<file path="src/bmh_pkg.sv">
`timescale 1ns / 1ps
// ----------------------------------------------------------------------------
// bmh_pkg
// Shared types and codes for the binary max-heap priority queue.
// ----------------------------------------------------------------------------
package bmh_pkg;

    localparam int DATA_W  = 32;
    localparam int COUNT_W = 11;

    localparam logic REQ_PUSH = 1'b0;
    localparam logic REQ_POP  = 1'b1;

    typedef enum logic [1:0] {
        ERR_OK    = 2'd0,
        ERR_EMPTY = 2'd1,
        ERR_FULL  = 2'd2
    } err_t;

    typedef enum logic [3:0] {
        OP_NONE,
        OP_TAKE,
        OP_PUSH_START,
        OP_ERR_FULL,
        OP_ERR_EMPTY,
        OP_RD_PARENT,
        OP_CLIMB,
        OP_WRITE_HOLE,
        OP_RD_ENDS,
        OP_POP_LOAD,
        OP_RD_CHILDREN,
        OP_SINK,
        OP_RD_TOP,
        OP_EMIT
    } dp_op_t;

    typedef struct packed {
        dp_op_t op;
    } dp_cmd_t;

    typedef struct packed {
        logic req_pop;
        logic full;
        logic empty;
        logic at_root;
        logic has_left;
        logic move_up;
        logic move_down;
        logic out_free;
    } dp_stat_t;

endpackage

</file>
<file path="src/bmh_ctrl.sv">
`timescale 1ns / 1ps
// ----------------------------------------------------------------------------
// bmh_ctrl
// Sequencer for push sift-up, pop sift-down and result hand-off.
// ----------------------------------------------------------------------------
module bmh_ctrl import bmh_pkg::*; (
    input  logic     aclk,
    input  logic     aresetn,
    input  logic     s_tvalid,
    output logic     s_tready,
    input  dp_stat_t stat,
    output dp_cmd_t  cmd
);

    typedef enum logic [3:0] {
        ST_IDLE,
        ST_DISPATCH,
        ST_PUSH_CHK,
        ST_PUSH_CMP,
        ST_POP_LD,
        ST_SINK_CHK,
        ST_SINK_CMP,
        ST_TOP_RD,
        ST_EMIT
    } state_t;

    state_t state_reg, state_next;

    assign s_tready = (state_reg == ST_IDLE);

    always_comb begin
        state_next = state_reg;
        cmd.op     = OP_NONE;
        case (state_reg)
            ST_IDLE: begin
                if (s_tvalid) begin
                    cmd.op     = OP_TAKE;
                    state_next = ST_DISPATCH;
                end
            end
            ST_DISPATCH: begin
                if (!stat.req_pop) begin
                    if (stat.full) begin
                        cmd.op     = OP_ERR_FULL;
                        state_next = ST_TOP_RD;
                    end else begin
                        cmd.op     = OP_PUSH_START;
                        state_next = ST_PUSH_CHK;
                    end
                end else if (stat.empty) begin
                    cmd.op     = OP_ERR_EMPTY;
                    state_next = ST_TOP_RD;
                end else begin
                    cmd.op     = OP_RD_ENDS;
                    state_next = ST_POP_LD;
                end
            end
            ST_PUSH_CHK: begin
                if (stat.at_root) begin
                    cmd.op     = OP_WRITE_HOLE;
                    state_next = ST_TOP_RD;
                end else begin
                    cmd.op     = OP_RD_PARENT;
                    state_next = ST_PUSH_CMP;
                end
            end
            ST_PUSH_CMP: begin
                cmd.op     = OP_CLIMB;
                state_next = stat.move_up ? ST_PUSH_CHK : ST_TOP_RD;
            end
            ST_POP_LD: begin
                cmd.op     = OP_POP_LOAD;
                state_next = ST_SINK_CHK;
            end
            ST_SINK_CHK: begin
                if (stat.has_left) begin
                    cmd.op     = OP_RD_CHILDREN;
                    state_next = ST_SINK_CMP;
                end else begin
                    cmd.op     = OP_WRITE_HOLE;
                    state_next = ST_TOP_RD;
                end
            end
            ST_SINK_CMP: begin
                cmd.op     = OP_SINK;
                state_next = stat.move_down ? ST_SINK_CHK : ST_TOP_RD;
            end
            ST_TOP_RD: begin
                cmd.op     = OP_RD_TOP;
                state_next = ST_EMIT;
            end
            ST_EMIT: begin
                if (stat.out_free) begin
                    cmd.op     = OP_EMIT;
                    state_next = ST_IDLE;
                end
            end
            default: begin
                state_next = ST_IDLE;
            end
        endcase
    end

    always_ff @(posedge aclk) begin
        if (!aresetn) begin
            state_reg <= ST_IDLE;
        end else begin
            state_reg <= state_next;
        end
    end

endmodule
</file>
<file path="config.mk">
export PLATFORM = sky130hd
export DESIGN_NAME = bmh_ctrl
export DESIGN_NICKNAME = d
export VERILOG_FILES = /design/src/bmh_pkg.sv /design/src/bmh_ctrl.sv
export SDC_FILE = /design/constraint.sdc
export NUM_CORES = 1
export LEC_CHECK = 0
export ABC_AREA = 1
export BUFFER_PORTS_ARGS = -buffer_cell sky130_fd_sc_hd__buf_2
export CAP_MARGIN = 10
export CORE_AREA = 5 5 42 44
export DETAILED_ROUTE_END_ITERATION = 10
export DIE_AREA = 0 0 47 49
export SLEW_MARGIN = 10
export SYNTH_ARGS = -nofsm -noshare
export SYNTH_HDL_FRONTEND = slang
export SYNTH_SLANG_ARGS = --single-unit
export TNS_END_PERCENT = 1
</file>
<file path="constraint.sdc">
create_clock -name aclk -period 3.2 [get_ports aclk]
set_clock_uncertainty 0.1 [all_clocks]
set_input_delay 0.64 -clock aclk [delete_from_list [all_inputs] [get_ports aclk]]
set_output_delay 0.64 -clock aclk [all_outputs]
set_load 0.03 [all_outputs]
</file>
; ---- Word-level counts from Yosys, hierarchy flattened
; Index checks and enable logic that the tools add are counted.
[totals]
register_bits = 4
input_bits = 11
output_inout_bits = 5
word_cells = 31
[classes]
n_eq_ne = 10
mux = 18
reduce_logical = 2
[ops]
columns = op, count
row1 = 4-bit one-hot mux with 9 select lines, 2
row2 = 4-bit two-way mux, 7
row3 = 4-bit by 3-bit == test with 1-bit output (second input constant), 4
row4 = 3-bit two-way mux, 3
row5 = 4-bit by 2-bit == test with 1-bit output (second input constant), 2
row6 = 2-bit two-way mux, 3
row7 = 4-bit by 1-bit == test with 1-bit output (second input constant), 1
row8 = 4-bit == test (second input constant), 1
row9 = 4-bit logical NOT, 1
row10 = 2-bit != test (second input constant), 2
row11 = 1-bit two-way mux, 3
row12 = 2-bit AND reduction, 1

; ---- Longest topological paths before layout
[depth]
word_depth = 3
depth_mapped = 8
depth_no_buf = 8

; ---- Least setup slack after synthesis
; OpenSTA, ideal clock, no wires.
[synth_path]
kind = input -> output
startpoint = in stat[5] in the netlist's numbering
endpoint = out cmd[2] in the netlist's numbering
arrival_ns = 1.254
t_required_ns = 2.460
path_slack_ns = 1.206
path_stages = 2
path_buffers = 0
path_cell_list = nand2_1 o2111ai_1
[synth_rtl]
columns = element, line_no
row1 = start: declaration, bmh_ctrl.sv:11  ; input dp_stat_t stat,
row2 = end: declaration, bmh_ctrl.sv:12  ; output dp_cmd_t cmd

==> results by group <==
Outcome
  • Status: finished, final reports clean

Detailed routing
  • 1st-pass router iterations: 4
  • Routed WL: 971 um
  • Via count: 495
  • DRC: 0
  • Per-cell routed wire length: 8.91 um
  • Initial drt markers: 12
  • Vias per cell: 4.54
  • ANT nets after route: 0

Clock network
  • Clock Root Buffer: clkbuf_4
  • Clock Latency Late Sink: 0.23 ns
  • Sink Count: 4
  • Post-CTS Setup Bufs: 0
  • Hold-fix buffer count after cts: 0
  • CTS tree: done
  • Post-cts sizing count: 0
  • Worst-path clk slew: 0.04 ns
  • H-tree Lvls: 1
  • Total CTS buffers: 3
  • Bufs on Longest Clock Path: 2

STA
  • Final critical-path required period: 2.26 ns
  • Unrepaired setup endpoints after global routing: false
  • Fin. max-slew vios: 0
  • Worst Tran Pin Value: 0.269 ns
  • Setup TNS: 0 ns
  • FMAX: 443 MHz
  • # setup viols final: 0
  • Final Hold Viols: 0
  • Slew HR: 82.1%
  • Period utilisation layout: 70.6%

Final layout
  • Layout cells sized above 1: 28.0%
  • Fin area: 513 um^2
  • Antenna cells: 0
  • Max reg flops: 4
  • Post-route insts no fill: 109
  • Nets: 106
  • Final core utilization: 36.6%
  • P&R area growth vs syn: 29.7%
  • Most frequent cells in the layout: nand2_1, buf_2, inv_1
  • Commonest non-fill, non-tap cell in the layout: nand2_1

Floorplanning
  • Core area: 1400 um^2
  • Die Area: 2300 um^2
  • Site Rows: 14
  • IO Count: 16
  • Die Wd: 47 um
  • Starting density of the core: 28.2%
  • Die Ht: 49 um

Critical path
  • Critical path startpoint: state_reg[3]
  • Critical setup path kind: reg -> out
  • Worst r2r src: state_reg[2]
  • CP max FO: 6
  • Data arrival time of the critical path: 1.52 ns
  • CP Capture Type: output port
  • Critical Path Start Type: flip-flop
  • Req. time, crit path: 2.46 ns

Min path
  • Worst Min Path Start: state_reg[3]
  • Hold Path Class: reg -> reg

Placement
  • GP Congestion: 0.732
  • Port buffer count: 15
  • DP Area: 490 um^2
  • Post-DP HPWL: 848 um
  • Dpl cells: 106

Power
  • PwrDens: 1120 nW/um^2
  • Combinational share of power: 73.5%
  • Clock network fraction of design power: 10.6%
  • Static Leak: 0.308 nW
  • Switching Share: 58.5%
  • Peak supply drop: 0.000379 V
  • Internal Dissipation: 0.239 mW
  • Seq pwr share: 15.9%
  • Sw power: 0.337 mW

Synthesis
  • Synthesized area per cell: 5.27 um^2
  • Post-Syn Instances: 75
  • Post-synthesis register bit count: 4
  • Post-synthesis sequential area ratio: 20.3%
  • Distinct cells, synth: 14
  • Post-Syn Area: 395 um^2
  • Post-Syn Nets: 86
  • Synth warn: 0

GRT
  • Overflow after GRT: 0
  • Total GRT Usage: 9.15%
  • First-pass GRT wire length: 1610 um
  • Vias in the first global route: 444
  • Initial antenna violation count: 0
  • Largest net degree at the start of global routing: 8

Flow run
  • Max Cap Viol: 0
==> critical path, cell delays in order, from the launching register on <==
cell       delay [ns]
dfxtp_1          0.34
nor2_2           0.24
nand2_1          0.12
nor2_1           0.17
nand2_1          0.10
o2111ai_1        0.10
buf_2            0.23
==> synth_stat cells (all sizes together) <==
cell	n	area, um^2
a21oi	3	15.0
dfxtp	4	80.1
inv	15	56.3
nand2	21	81.3
nand3	3	15.0
nand4	3	18.8
nor2	17	76.3
nor3	3	15.0
o2111ai	2	17.5
o21ai	4	20.0
==> worst paths after layout <==
path	end	slack, ns	depth (start not counted)
worst min register to register	state_reg[3]	0.48	2
worst max register to register	state_reg[0]	1.93	8
worst max-delay path	cmd[1]	0.94	6
worst min-delay path	state_reg[3]	0.48	2
==> final cells by class <==
| class | count | area, um^2 |
|---|---|---|
| Timing Repair Buffer | 15 | 75.1 |
| Sequential cell | 4 | 80.1 |
| Clock buffer | 3 | 22.5 |
| Tap cell | 16 | 20.0 |
| Multi-Input combinational cell | 56 | 259 |
| Fill cell | 166 | 888 |
| Inverter | 15 | 56.3 |
==> stage by stage <==
stage	setup slack (ns)	hold slack [ns]	power, mW
after floorplan	1.21	0.432	0.416
after global placement	1.16	0.473	0.520
after detailed placement	1.17	0.476	0.521
after CTS	0.924	0.484	0.585
after global routing	0.840	0.509	0.639
final	0.941	0.480	0.576
==> per-layer routing <==
| layer | wire length [um] | vias to the layer above | GRT usage (%) |
|---|---|---|---|
| met5 | 0 | - | 0 |
| met4 | 0 | 0 | 4.15 |
| met3 | 48 | 0 | 2.21 |
| met2 | 485 | 6 | 14.5 |
| met1 | 436 | 211 | 11.2 |
| li1 | - | 278 | - |
==> power by group through the flow <==
stage	clock network [mW]	registers [mW]	logic, mW
floorplan	0	0.0882	0.328
global placement	0	0.0912	0.429
detailed placement	0	0.0922	0.428
CTS	0.0647	0.0913	0.429
global route	0.0676	0.0955	0.476
finish	0.0610	0.0918	0.424
==> cell families after synthesis <==
logic type,after synthesis,synth area share [%]
AO/OA/AOI/OAI,9,13.3
buffers and inverters,15,14.2
flip-flops,4,20.3
AND/OR/NAND/NOR,47,52.2
Power figures use the tool's default switching activity.
